[src/sv/bba_pkg.sv]
// Package for the block bump allocator: item structs, field widths and codes.
// Used by every module of the allocator except bba_ram; depends on nothing.
package bba_pkg;

   localparam int OFF_W    = 30;
   localparam int SIZE_W   = 24;
   localparam int ALIGN_W  = 5;
   localparam int LG_W     = 5;
   localparam int COUNT_W  = 25;
   localparam int STATUS_W = 2;

   // Usable range and reset value of the block size register.
   localparam logic [LG_W-1:0] LG_MIN   = 5'd4;
   localparam logic [LG_W-1:0] LG_MAX   = 5'd24;
   localparam logic [LG_W-1:0] LG_RESET = 5'd16;

   localparam logic OP_ALLOC = 1'b0;
   localparam logic OP_FREE  = 1'b1;

   localparam logic [STATUS_W-1:0] ST_OK       = 2'd0;
   localparam logic [STATUS_W-1:0] ST_NO_MEM   = 2'd1;
   localparam logic [STATUS_W-1:0] ST_BAD_FREE = 2'd2;

   typedef struct packed {
      logic               operation;
      logic [SIZE_W-1:0]  size;
      logic [ALIGN_W-1:0] align_log2;
      logic [OFF_W-1:0]   offset;
   } req_item_type;

   typedef struct packed {
      logic [STATUS_W-1:0] status;
      logic [OFF_W-1:0]    offset_out;
   } rsp_item_type;

   // Commands from the allocation logic to the free block stack.
   typedef struct packed {
      logic pop;
      logic push;
   } stack_cmd_type;

endpackage

[src/sv/bba_ram.sv]
// Generic single-clock RAM: one write port, one read port with registered data.
// A read and a write to the same address in one cycle return the old data.
// No dependencies.
module bba_ram #(
   parameter int WIDTH = 8,
   parameter int DEPTH = 64,
   localparam int ADDR_W = (DEPTH > 1) ? $clog2(DEPTH) : 1
) (
   input  logic              clock,
   input  logic              wr_en,
   input  logic [ADDR_W-1:0] wr_addr,
   input  logic [WIDTH-1:0]  wr_data,
   input  logic              rd_en,
   input  logic [ADDR_W-1:0] rd_addr,
   output logic [WIDTH-1:0]  rd_data
);

   logic [WIDTH-1:0] mem_ff [DEPTH];
   logic [WIDTH-1:0] rd_data_ff;

   always_ff @(posedge clock) begin
      if (wr_en) begin
         mem_ff[wr_addr] <= wr_data;
      end
      if (rd_en) begin
         rd_data_ff <= mem_ff[rd_addr];
      end
   end

   assign rd_data = rd_data_ff;

endmodule

[src/sv/bba_free_stack.sv]
// LIFO stack of free block indexes for the block bump allocator.
// Depends on bba_pkg and bba_ram.
module bba_free_stack import bba_pkg::*; #(
   parameter int NUM_BLOCKS = 64,
   localparam int IDX_W = $clog2(NUM_BLOCKS),
   localparam int CNT_W = $clog2(NUM_BLOCKS + 1)
) (
   input  logic          clock,
   input  logic          reset,
   input  stack_cmd_type cmd,
   input  logic [IDX_W-1:0] push_idx,
   output logic [IDX_W-1:0] top_idx,
   output logic          empty,
   output logic [CNT_W-1:0] fresh_count
);

   localparam logic [CNT_W-1:0] FULL = CNT_W'(NUM_BLOCKS);

   logic [CNT_W-1:0] depth_ff, depth_in;
   logic [CNT_W-1:0] low_ff, low_in;
   logic             fwd_vld_ff;
   logic [IDX_W-1:0] fwd_idx_ff;
   logic             do_push;
   logic [CNT_W-1:0] rd_pos;
   logic [CNT_W-1:0] virgin_val;
   logic [IDX_W-1:0] ram_q;

   // The low-water mark tells which positions still hold their reset
   // contents: while the depth sits at the mark, the top has never been
   // overwritten, and the first pops hand out blocks 0, 1, 2 and so on.
   assign do_push = cmd.push && (depth_ff != FULL);

   always_comb begin
      depth_in = depth_ff;
      priority if (cmd.pop && (depth_ff != '0)) begin
         depth_in = depth_ff - CNT_W'(1);
      end else if (do_push) begin
         depth_in = depth_ff + CNT_W'(1);
      end
      low_in = (depth_in < low_ff) ? depth_in : low_ff;
   end

   // The read port always fetches the top of the next cycle.
   assign rd_pos     = depth_in - CNT_W'(1);
   assign virgin_val = FULL - depth_ff;

   bba_ram #(
      .WIDTH (IDX_W),
      .DEPTH (NUM_BLOCKS)
   ) u_stack_ram (
      .clock   (clock),
      .wr_en   (do_push),
      .wr_addr (depth_ff[IDX_W-1:0]),
      .wr_data (push_idx),
      .rd_en   (1'b1),
      .rd_addr (rd_pos[IDX_W-1:0]),
      .rd_data (ram_q)
   );

   always_ff @(posedge clock) begin
      if (reset) begin
         depth_ff   <= FULL;
         low_ff     <= FULL;
         fwd_vld_ff <= 1'b0;
      end else begin
         depth_ff   <= depth_in;
         low_ff     <= low_in;
         fwd_vld_ff <= do_push;
      end
   end

   always_ff @(posedge clock) begin
      if (do_push) begin
         fwd_idx_ff <= push_idx;
      end
   end

   always_comb begin
      if (depth_ff == low_ff) begin
         top_idx = virgin_val[IDX_W-1:0];
      end else if (fwd_vld_ff) begin
         top_idx = fwd_idx_ff;
      end else begin
         top_idx = ram_q;
      end
   end

   assign empty       = (depth_ff == '0);
   assign fresh_count = FULL - low_ff;

endmodule

[src/sv/bba_count_store.sv]
// Live allocation counts per block, held in a RAM with write forwarding.
// Depends on bba_pkg and bba_ram.
module bba_count_store import bba_pkg::*; #(
   parameter int NUM_BLOCKS = 64,
   localparam int IDX_W = $clog2(NUM_BLOCKS),
   localparam int CNT_W = $clog2(NUM_BLOCKS + 1)
) (
   input  logic               clock,
   input  logic               reset,
   input  logic               rd_en,
   input  logic [IDX_W-1:0]   rd_addr,
   input  logic               wr_en,
   input  logic [IDX_W-1:0]   wr_addr,
   input  logic [COUNT_W-1:0] wr_data,
   input  logic [IDX_W-1:0]   chk_addr,
   input  logic [CNT_W-1:0]   fresh_count,
   output logic [COUNT_W-1:0] count
);

   logic               fwd_vld_ff;
   logic [COUNT_W-1:0] fwd_data_ff;
   logic [COUNT_W-1:0] ram_q;

   bba_ram #(
      .WIDTH (COUNT_W),
      .DEPTH (NUM_BLOCKS)
   ) u_count_ram (
      .clock   (clock),
      .wr_en   (wr_en),
      .wr_addr (wr_addr),
      .wr_data (wr_data),
      .rd_en   (rd_en),
      .rd_addr (rd_addr),
      .rd_data (ram_q)
   );

   // A write landing on the address read in the same cycle is captured here.
   always_ff @(posedge clock) begin
      if (reset) begin
         fwd_vld_ff <= 1'b0;
      end else if (rd_en) begin
         fwd_vld_ff <= wr_en && (wr_addr == rd_addr);
      end
   end

   always_ff @(posedge clock) begin
      if (rd_en) begin
         fwd_data_ff <= wr_data;
      end
   end

   // Blocks never handed out by the stack have never been written and count zero.
   always_comb begin
      if (fwd_vld_ff) begin
         count = fwd_data_ff;
      end else if (CNT_W'(chk_addr) < fresh_count) begin
         count = ram_q;
      end else begin
         count = '0;
      end
   end

endmodule

[src/sv/block_bump_allocator_core.sv]
// Block bump allocator: accepted items and their results are held in registers.
// One item per cycle unless the result side stalls: one processing stage between
// input and result registers, with forwarding around the count and stack RAMs.
// Reset (synchronous): all blocks free, no current block, block size 2^16.
// No clearing pass: the stack and count RAMs are tracked by a low-water mark.
// Depends on bba_pkg, bba_ram, bba_free_stack and bba_count_store.
module block_bump_allocator_core import bba_pkg::*; #(
   parameter int NUM_BLOCKS = 64
) (
   input  logic            clock,
   input  logic            reset,
   input  logic            req_valid,
   output logic            req_ready,
   input  req_item_type    req_item,
   output logic            rsp_valid,
   input  logic            rsp_ready,
   output rsp_item_type    rsp_item,
   input  logic            csr_valid,
   output logic            csr_ready,
   input  logic [LG_W-1:0] csr_data
);

   localparam int IDX_W  = $clog2(NUM_BLOCKS);
   localparam int CNT_W  = $clog2(NUM_BLOCKS + 1);
   // Absolute offsets plus room for alignment and size overshoot past the end.
   localparam int FILL_W = IDX_W + SIZE_W + 2;
   localparam int EXT_W  = (FILL_W > OFF_W) ? FILL_W : OFF_W;

   // Configuration and handshake state.
   logic [LG_W-1:0]    lg_cfg_ff;
   logic               in_vld_ff, in_vld_in;
   req_item_type       in_item_ff;
   logic [IDX_W-1:0]   blk_idx_ff, blk_idx_in;
   logic               blk_oor_ff, blk_oor_in;
   logic               out_vld_ff, out_vld_in;
   rsp_item_type       out_item_ff, out_item_in;

   // Current block state.
   logic               cur_valid_ff, cur_valid_in;
   logic [IDX_W-1:0]   cur_idx_ff, cur_idx_in;
   logic [FILL_W-1:0]  cur_fill_ff, cur_fill_in;
   logic [COUNT_W-1:0] cur_count_ff, cur_count_in;

   logic               fire;
   logic               accept;
   logic [LG_W-1:0]    lg_eff;
   logic [OFF_W-1:0]   blk_pos;

   // Allocation datapath.
   logic [COUNT_W-1:0] bsize;
   logic               reject;
   logic [FILL_W-1:0]  align_mask;
   logic [FILL_W-1:0]  cur_start;
   logic [FILL_W-1:0]  cur_next;
   logic [FILL_W-1:0]  cur_end;
   logic               fits;
   logic [FILL_W-1:0]  pop_start;
   logic [FILL_W-1:0]  alloc_start;
   logic [EXT_W-1:0]   start_ext;

   // Free datapath.
   logic [COUNT_W-1:0] free_count;
   logic [COUNT_W-1:0] free_dec;
   logic               free_bad;
   logic               free_is_cur;

   // Sub-block connections.
   stack_cmd_type      stk_cmd;
   logic [IDX_W-1:0]   stk_top;
   logic               stk_empty;
   logic [CNT_W-1:0]   fresh_count;
   logic               cnt_wr_en;
   logic [IDX_W-1:0]   cnt_wr_addr;
   logic [COUNT_W-1:0] cnt_wr_data;

   // Write the register only while the block is idle; unchecked, so always ready.
   assign csr_ready = 1'b1;

   // An item moves from the input register to the result register whenever the
   // result register is empty or its item is being taken in this cycle, so a
   // new item is accepted every cycle while the result side keeps up.
   assign fire      = in_vld_ff && (!out_vld_ff || rsp_ready);
   assign req_ready = !in_vld_ff || fire;
   assign accept    = req_valid && req_ready;
   assign rsp_valid = out_vld_ff;
   assign rsp_item  = out_item_ff;

   // Out-of-range block sizes are clamped to the usable range.
   always_comb begin
      if (lg_cfg_ff < LG_MIN) begin
         lg_eff = LG_MIN;
      end else if (lg_cfg_ff > LG_MAX) begin
         lg_eff = LG_MAX;
      end else begin
         lg_eff = lg_cfg_ff;
      end
   end

   // The block an incoming free points at is found on acceptance, so that its
   // live count can be read from RAM while the item sits in the input register.
   assign blk_pos    = req_item.offset >> lg_eff;
   assign blk_oor_in = (blk_pos >= OFF_W'(NUM_BLOCKS));
   assign blk_idx_in = blk_pos[IDX_W-1:0];

   // Allocation: try the current block first, else the block on top of the
   // stack. A freshly popped block starts at its base, which already meets any
   // alignment that is not larger than the block.
   assign bsize       = COUNT_W'(1) << lg_eff;
   assign reject      = (in_item_ff.size == '0) ||
                        ({1'b0, in_item_ff.size} >= bsize) ||
                        (in_item_ff.align_log2 > lg_eff);
   assign align_mask  = (FILL_W'(1) << in_item_ff.align_log2) - FILL_W'(1);
   assign cur_start   = (cur_fill_ff + align_mask) & ~align_mask;
   assign cur_next    = cur_start + FILL_W'(in_item_ff.size);
   assign cur_end     = (FILL_W'(cur_idx_ff) + FILL_W'(1)) << lg_eff;
   assign fits        = cur_valid_ff && (cur_next <= cur_end);
   assign pop_start   = FILL_W'(stk_top) << lg_eff;
   assign alloc_start = fits ? cur_start : pop_start;
   assign start_ext   = EXT_W'(alloc_start);

   // Free: drop one live allocation; the block goes back on the stack when
   // its count reaches zero.
   assign free_dec    = free_count - COUNT_W'(1);
   assign free_bad    = blk_oor_ff || (free_count == '0);
   assign free_is_cur = cur_valid_ff && (cur_idx_ff == blk_idx_ff);

   always_comb begin
      cur_valid_in = cur_valid_ff;
      cur_idx_in   = cur_idx_ff;
      cur_fill_in  = cur_fill_ff;
      cur_count_in = cur_count_ff;
      stk_cmd      = '0;
      cnt_wr_en    = 1'b0;
      cnt_wr_addr  = blk_idx_ff;
      cnt_wr_data  = free_dec;
      out_item_in  = out_item_ff;

      if (fire) begin
         out_item_in.status     = ST_OK;
         out_item_in.offset_out = '0;
         unique case (in_item_ff.operation)
            OP_ALLOC: begin
               if (reject || (!fits && stk_empty)) begin
                  out_item_in.status = ST_NO_MEM;
               end else begin
                  out_item_in.offset_out = start_ext[OFF_W-1:0];
                  cur_valid_in = 1'b1;
                  cur_fill_in  = alloc_start + FILL_W'(in_item_ff.size);
                  cnt_wr_en    = 1'b1;
                  if (fits) begin
                     cur_count_in = cur_count_ff + COUNT_W'(1);
                     cnt_wr_addr  = cur_idx_ff;
                  end else begin
                     // A popped block is always empty, so it starts at one.
                     stk_cmd.pop  = 1'b1;
                     cur_idx_in   = stk_top;
                     cur_count_in = COUNT_W'(1);
                     cnt_wr_addr  = stk_top;
                  end
                  cnt_wr_data = cur_count_in;
               end
            end
            OP_FREE: begin
               if (free_bad) begin
                  out_item_in.status = ST_BAD_FREE;
               end else begin
                  cnt_wr_en = 1'b1;
                  if (free_is_cur) begin
                     cur_count_in = free_dec;
                  end
                  if (free_dec == '0) begin
                     stk_cmd.push = 1'b1;
                     if (free_is_cur) begin
                        cur_valid_in = 1'b0;
                     end
                  end
               end
            end
            default: begin
               out_item_in.status = ST_NO_MEM;
            end
         endcase
      end
   end

   always_comb begin
      if (accept) begin
         in_vld_in = 1'b1;
      end else if (fire) begin
         in_vld_in = 1'b0;
      end else begin
         in_vld_in = in_vld_ff;
      end

      if (fire) begin
         out_vld_in = 1'b1;
      end else if (rsp_ready) begin
         out_vld_in = 1'b0;
      end else begin
         out_vld_in = out_vld_ff;
      end
   end

   bba_free_stack #(
      .NUM_BLOCKS (NUM_BLOCKS)
   ) u_free_stack (
      .clock       (clock),
      .reset       (reset),
      .cmd         (stk_cmd),
      .push_idx    (blk_idx_ff),
      .top_idx     (stk_top),
      .empty       (stk_empty),
      .fresh_count (fresh_count)
   );

   bba_count_store #(
      .NUM_BLOCKS (NUM_BLOCKS)
   ) u_count_store (
      .clock       (clock),
      .reset       (reset),
      .rd_en       (accept),
      .rd_addr     (blk_idx_in),
      .wr_en       (cnt_wr_en),
      .wr_addr     (cnt_wr_addr),
      .wr_data     (cnt_wr_data),
      .chk_addr    (blk_idx_ff),
      .fresh_count (fresh_count),
      .count       (free_count)
   );

   // Control state.
   always_ff @(posedge clock) begin
      if (reset) begin
         lg_cfg_ff    <= LG_RESET;
         in_vld_ff    <= 1'b0;
         out_vld_ff   <= 1'b0;
         cur_valid_ff <= 1'b0;
         cur_idx_ff   <= '0;
         cur_count_ff <= '0;
      end else begin
         if (csr_valid) begin
            lg_cfg_ff <= csr_data;
         end
         in_vld_ff    <= in_vld_in;
         out_vld_ff   <= out_vld_in;
         cur_valid_ff <= cur_valid_in;
         cur_idx_ff   <= cur_idx_in;
         cur_count_ff <= cur_count_in;
      end
   end

   // Payload registers.
   always_ff @(posedge clock) begin
      if (accept) begin
         in_item_ff <= req_item;
         blk_idx_ff <= blk_idx_in;
         blk_oor_ff <= blk_oor_in;
      end
      out_item_ff <= out_item_in;
      cur_fill_ff <= cur_fill_in;
   end

endmodule

[config.mk]
export PLATFORM = sky130hd
export DESIGN_NAME = block_bump_allocator_core
export DESIGN_NICKNAME = d
export VERILOG_FILES = /design/src/sv/bba_pkg.sv /design/src/sv/bba_ram.sv /design/src/sv/bba_free_stack.sv /design/src/sv/bba_count_store.sv /design/src/sv/block_bump_allocator_core.sv
export SDC_FILE = /design/constraint.sdc
export NUM_CORES = 2
export LEC_CHECK = 0
export ABC_AREA = 1
export BUFFER_PORTS_ARGS = -buffer_cell sky130_fd_sc_hd__buf_2
export CAP_MARGIN = 20
export CORE_ASPECT_RATIO = 2
export CORE_UTILIZATION = 26
export DETAILED_ROUTE_END_ITERATION = 12
export HOLD_SLACK_MARGIN = 0.12
export PLACE_DENSITY = 0.52
export SETUP_SLACK_MARGIN = 0.2
export SYNTH_ARGS = -nofsm -noshare
export SYNTH_HDL_FRONTEND = slang
export SYNTH_SLANG_ARGS = --single-unit
[constraint.sdc]
create_clock -name clock -period 24.6 [get_ports clock]
set_input_delay 4.92 -clock clock [delete_from_list [all_inputs] [get_ports clock]]
set_output_delay 4.92 -clock clock [all_outputs]
set_load 0.01 [all_outputs]
==> Word level (Yosys, flattened, before mapping) <==
Memories as Yosys holds them, arrays and structs flattened. A register that Yosys moved wholly into a read port is not among the register bits.
Index checks and enable logic that the tools add are counted.
{ "word_totals": {"regBits": 187, "ram_bits": 1984, "input_bits": 70, "output_inout_bits": 35, "mem_count": 2} }
{ "memory_table": {"columns": ["memory", "words", "width", "read_ports", "rd_clocked_by_memory_dff", "write_ports", "line", "rtl"], "rows": [
  ["u_count_store.u_count_ram.mem_ff", 64, 25, 1, 1, 1, "bba_ram.sv:18", "logic [WIDTH-1:0] mem_ff [DEPTH];"],
  ["u_free_stack.u_stack_ram.mem_ff", 64, 6, 1, 1, 1, "bba_ram.sv:18", null]
]} }
{ "op_classes": {"add_sub_neg": 12, "magnitude_cmp": 8, "eq_ne": 8, "n_shift": 5, "n_mux": 48, "n_bitwise": 4, "n_reduce_logical": 28} }
{ "op_table": {"columns": ["op", "n"], "rows": [
  ["$mux 25", 9],
  ["$add 32x24->32", 2],
  ["$logic_not 25->1", 2],
  ["$pmux 25 s2", 1],
  ["$mux 6", 6],
  ["$add 32x32->32", 1],
  ["$and 32x32->32", 1],
  ["$le 32x32->1", 1],
  ["$mux 32", 1],
  ["$not 32->32", 1],
  ["$shl 1x5->32 const A", 1],
  ["$shl 6x5->32", 1],
  ["$shl 7x5->32", 1],
  ["$sub 32x2->32 const B", 1],
  ["$ge 30x7->1 const B", 1],
  ["$shr 30x5->30", 1],
  ["$add 25x1->25 const B", 1],
  ["$ge 24x25->1", 1],
  ["$shl 1x5->25 const A", 1],
  ["$sub 25x1->25 const B", 1],
  ["$logic_not 24->1", 1],
  ["$mux 1", 22],
  ["$mux 7", 2],
  ["$eq 6x6->1", 2],
  ["30 further kinds", 51]
]} }

==> Depth between registers and ports, before layout <==
{ "depth": {"ltp_word": 17, "mapped_depth": 75, "ltp_nobuf": 71} }

==> Hierarchy <==
From an unflattened synthesis, not the netlist that was laid out.
{ "hier_totals": {"hier_cells": 9798, "hier_area_um2": 101936.5} }
{ "modules_own_cells": {"columns": ["mod", "n_inst", "cells_per_inst", "area_each_um2", "seq_area_each_um2"], "rows": [
  ["bba_ram at u_count_store.u_count_ram", 1, 5443, 65982.0, 48796.8],
  ["block_bump_allocator_core", 1, 2588, 16759.8, 3813.7],
  ["bba_ram at u_free_stack.u_stack_ram", 1, 1376, 15990.3, 11711.2],
  ["bba_free_stack", 1, 227, 1717.9, 480.5],
  ["bba_count_store", 1, 164, 1486.4, 770.7]
]} }

==> Least setup slack after synthesis <==
OpenSTA, ideal clock, no wires.
{ "synth_timing": {"path_type": "register -> register", "start": "register in_item_ff[34] in the netlist's numbering", "end": "register u_count_store.fwd_data_ff[4] (data pin)", "setup_ns": 0.710, "arrival_ns": 10.510, "slack_ns": 13.381, "path_stages_with_launch": 55, "path_buffers": 3, "synth_period_minus_slack_ns": 11.219, "path_cell_list": "edfxtp_1 > clkinv_1 > clkbuf_1 > nand4_1 > ha_1 > xor2_1 > inv_1 > ha_1 > nand3_1 > nand2_1 > nand2_1 > inv_1 > o21a_1 > nor2_1 > nor2_1 > nor2_1 > o21bai_1 > a21boi_0 > (+19 left out) > nor3_1 > xnor2_1 > ha_1 > nand2_1 > nor2_1 > nand4_1 > nor4_1 > o21ai_0 > nand2_1 > nand2_1 > nand2_1 > nand3_1 > and2_1 > nand2_1 > nor2_1 > clkbuf_1 > clkbuf_1 > o21ai_0"} }
{ "synth_via": {"elab_chain_len": 13} }
{ "synth_lines": {"columns": ["item", "line", "rtl"], "rows": [
  ["start, declared", "block_bump_allocator_core.sv:32", "req_item_type in_item_ff;"],
  ["start signal, assigned", "block_bump_allocator_core.sv:255", "in_item_ff <= req_item;"],
  ["$shl 1x5->32", "block_bump_allocator_core.sv:112", "assign align_mask = (FILL_W'(1) << in_item_ff.align_log2) - FILL_W'(1);"],
  ["$sub 32x2->32", "block_bump_allocator_core.sv:112", null],
  ["$add 32x32->32 / $not 32->32 (equally long branches)", "block_bump_allocator_core.sv:113", "assign cur_start = (cur_fill_ff + align_mask) & ~align_mask;"],
  ["$and 32x32->32", "block_bump_allocator_core.sv:113", null],
  ["$add 32x24->32", "block_bump_allocator_core.sv:114", "assign cur_next = cur_start + FILL_W'(in_item_ff.size);"],
  ["$le 32x32->1", "block_bump_allocator_core.sv:116", "assign fits = cur_valid_ff && (cur_next <= cur_end);"],
  ["$logic_and 1x1->1", "block_bump_allocator_core.sv:116", null],
  ["$logic_not 1->1", "block_bump_allocator_core.sv:143", "if (reject || (!fits && stk_empty)) begin"],
  ["$logic_and 1x1->1", "block_bump_allocator_core.sv:143", null],
  ["$logic_or 1x1->1", "block_bump_allocator_core.sv:143", null],
  ["$mux 25 *", "block_bump_allocator_core.sv:143", null],
  ["$mux 25 *", "block_bump_allocator_core.sv:141", "unique case (in_item_ff.operation)"],
  ["$mux 25 *", "block_bump_allocator_core.sv:138", "if (fire) begin"],
  ["net cnt_wr_data[4]", "block_bump_allocator_core.sv:74", "logic [COUNT_W-1:0] cnt_wr_data;"],
  ["end signal, assigned", "bba_count_store.sv:48", "fwd_data_ff <= wr_data;"],
  ["end, declared", "bba_count_store.sv:21", "logic [COUNT_W-1:0] fwd_data_ff;"]
]} }
Mark *: on every way through the listed nets, which the timed path passes. The rest lies on a longest branch.
A chain may end at the register's enable or synchronous reset.

==> Worst setup path after layout <==
{ "layout_timing": {"start": "register in_item_ff[34] in the netlist's numbering", "end": "register u_free_stack.u_stack_ram.rd_data_ff[1], in the netlist u_free_stack.u_stack_ram.rd_data[1] (read register of u_free_stack.u_stack_ram.mem_ff)"} }
{ "layout_via": {"elab_chain_len": 16} }
{ "layout_lines": {"columns": ["item", "line", "rtl"], "rows": [
  ["$shl 1x5->32", "block_bump_allocator_core.sv:112", null],
  ["$sub 32x2->32", "block_bump_allocator_core.sv:112", null],
  ["$add 32x32->32 / $not 32->32 (equally long branches)", "block_bump_allocator_core.sv:113", null],
  ["$and 32x32->32", "block_bump_allocator_core.sv:113", null],
  ["$add 32x24->32", "block_bump_allocator_core.sv:114", null],
  ["$le 32x32->1", "block_bump_allocator_core.sv:116", null],
  ["$logic_and 1x1->1", "block_bump_allocator_core.sv:116", null],
  ["$logic_not 1->1", "block_bump_allocator_core.sv:143", null],
  ["$logic_and 1x1->1", "block_bump_allocator_core.sv:143", null],
  ["$logic_or 1x1->1", "block_bump_allocator_core.sv:143", null],
  ["$mux 1 *", "block_bump_allocator_core.sv:143", null],
  ["$mux 1 *", "block_bump_allocator_core.sv:141", null],
  ["$mux 2 *", "block_bump_allocator_core.sv:138", null],
  ["$logic_and 1x1->1 *", "bba_free_stack.sv:35", "priority if (cmd.pop && (depth_ff != '0)) begin"],
  ["$mux 7 *", "bba_free_stack.sv:35", null],
  ["$sub 6x1->6 *", "bba_free_stack.sv:44", "assign rd_pos = depth_in - CNT_W'(1);"],
  ["end, declared", "bba_ram.sv:19", "logic [WIDTH-1:0] rd_data_ff;"]
]} }
Every way passes the cells marked *; elsewhere a longest branch is shown, timed or not.

==> results.toml <==
[outcome]
status = "complete, no violations"

[place]
place_ws_ps = 9780
finalWeightedCongestion = 0.896
dp.final_hpwl_um = 205000
portBuffers = 101

[synthesis]
syn_area_mm2 = 0.0980
synth_area_leaders = "edfxtp_1, nand2_1, nor2_1"
ys_seq_elements = 2202
synth_ff_type = "edfxtp_1"
yosysMostFrequentCell = "edfxtp_1"
synth_top_area_share_pct = 65.6
synthArstFlopShare_pct = 0
ys_warn_count = 0
ys_top_cells_by_count = "edfxtp_1, nand2_1, nor2_1, o21ai_0, nand3_1"
synth_edf_count = 2141
syn_area_per_cell_um2 = 11.0
yosysTopAreaCell = "edfxtp_1"
synth_cell_type_count = 66
syn-instance-count = 8876
synth-seq-area-share_pct = 66.8

[sta]
holdWs_ps = 481
final.period_utilization_pct = 60.9
maxSlewViolCount = 0
setup_ws_ps = 9630
setup_viol = 0
slew_headroom_pct = 18.7
worstMarginPinSlew_ps = 1220
rsz0062_at_grt = "false"
tns_ps = 0
hold_viol = 0
fin_crit_ps = 14970
finalClockSkew_ps = 100
max_freq_ghz = 0.0668

[die]
die_y_um = 870
core_mm2 = 0.375
row_count = 318
die_x_um = 436
ios = 105
dieArea_mm2 = 0.380
initial_utilization_pct = 26.1

[clocking]
worstSkewPairLatency_ps = 910
clockBufferDepth = 4
ctsHoldBuffers = 0
cts_tree = "done"
htreeDepth = 4
numCtsBuffers = 190
root_buffer = "clkbuf_16"
cts_sinks = 2202
clk_pin_slew_ps = 70
cts_resized = 0
cts_setup_buffers = 0

[grt]
antenna_found_initial = 16
grt_usage_pct = 16.7
grt_max_degree = 168
met1_usage_pct = 17.6
grt_pass1_wl_um = 469000
overflow = 0
use_met2_pct = 31.2
first_global_vias = 68900
gr-max-usage-layer = "met2"
use_met3_pct = 1.47

[worst_setup_path]
critPathRequiredTime_ps = 25410
critPathMaxFanout = 77
arrival_ps = 15780
max_stage_delay_ps = 760
crit_top_cell = "nand2_1"
cp_top_family = "simple AND/OR/NAND/NOR gates"
path_class = "flop to flop"
cp_num_buf_inv = 8
cp_slowest_cell = "inv_4"
startpoint_type = "flop"
cp-end-kind = "flop"

[run]
drv_cap = 0

[routing]
drt_first_pass_iters = 6
antenna_left = 0
routed_wl_um = 329000
drt_iter0_markers = 5290
viasPerCell = 4.94
vias = 69100
drc = 0
wl_per_cell_um = 23.5

[power]
leakage_nw = 37.8
ir_drop_mv = 0.108
powerDensity_mw_per_mm2 = 100
p_total_mw = 11.1

[cells_and_area]
syn_to_final_growth_pct = 13.1
final_util_pct = 29.6
final_nets = 9108
drive_gt1_share_pct = 8.74

[worst_hold_path]
hold_class = "flop to flop"
==> placed cells by master, fill, tap and decap left out, drive strengths merged, types with 8 or more instances in the layout <==
cell type  netlist  routed
buf            179     306
clkbuf         329     246
inv            374     378
nand4           67      67
o21a             8       8
o31ai           16      16
nand3          475     475
xnor2           40      40
a21oi          265     265
xor2            75      75
dfxtp           61      61
nor2          1335    1335
o32ai           73      73
nor3            82      82
a31oi           37      37
o221ai          81      81
ha             161     161
or2             47      47
a221oi          10      10
diode            0      10
conb             2      10
o311ai          18      18
clkinv           9      75
nand3b          14      14
nand2         1637    1637
o2111ai         29      29
o211ai          71      71
a211oi          34      34
o21bai          23      23
a32oi           13      13
nor4            32      32
edfxtp        2141    2141
o22ai          162     162
bufinv           0      13
o21ai          922     922
==> layout make-up <==
class,count,area [µm²]
Fill cell,38100,264000
Sequential cell,2202,65500
Multi-Input combinational cell,5791,29600
Tap cell,4960,6210
Clock buffer,246,5110
Timing Repair Buffer,306,2180
Inverter,383,1470
Clock inverter,90,797
Antenna cell,10,25.0
==> routing by layer <==
layer / routed length, µm / share of wire, %
met5: 19 / 0.0058
met3: 13400 / 4.1
met1: 117000 / 36
met4: 25500 / 7.8
met2: 173000 / 53
==> power by group <==
part | switching (mW) | leakage, nW | internal [mW] | total [mW]
logic | 2.54 | 15.0 | 0.661 | 3.20
registers | 0.0365 | 19.9 | 4.92 | 4.96
clock network | 1.38 | 2.88 | 1.60 | 2.99
==> cells by family after synthesis <==
family / share of synthesized area (%)
AOI/OAI and AO/OA: 10.8
xor gates and xnor gates: 1.03
other: 0.00766
buffers and inverters: 3.65
and+or+nand+nor: 15.5
DFF: 66.8
adders and majority gates: 2.12
muxes: 0.0715
==> stage by stage <==
stage	instance area, µm²	cells
floorplan	98100	8884
global placement	105000	13600
detailed placement	105000	13600
CTS	111000	14000
global route	111000	14000
finish	111000	14000
==> worst min-delay path, stage by stage, from the launching register on <==
cell and delay (ps):
dfxtp_1 300, inv_1 70, a21oi_1 60
==> path summary, 6_finish.rpt <==
path,to,depth (start not counted),from,slack (ps)
worst min-delay path,lg_cfg_ff[0]$_SDFFE_PP0P_,2,lg_cfg_ff[0]$_SDFFE_PP0P_,480
worst min register to register,lg_cfg_ff[0]$_SDFFE_PP0P_,2,lg_cfg_ff[0]$_SDFFE_PP0P_,480
worst max register to register,u_free_stack.u_stack_ram.rd_data[1]$_DFF_P_,65,in_item_ff[34]$_DFFE_PP_,9630
worst max-delay path,u_free_stack.u_stack_ram.rd_data[1]$_DFF_P_,65,in_item_ff[34]$_DFFE_PP_,9630
==> state kept, by name, summed over array words and instances, names as in the netlist, 5 cells and up <==
register / flops
u_count_store.u_count_ram.mem_ff: 1600
rsp_item: 32
cur_idx_ff: 6
cur_fill_ff: 32
u_free_stack.depth_ff: 7
u_free_stack.low_ff: 7
in_item_ff: 30
u_count_store.fwd_data_ff: 25
u_free_stack.u_stack_ram.mem_ff: 384
u_free_stack.fwd_idx_ff: 6
lg_cfg_ff: 5
cur_count_ff: 25
blk_idx_ff: 6
u_count_store.u_count_ram.rd_data: 25
u_free_stack.u_stack_ram.rd_data: 6
(Power assumes the default switching activity.)
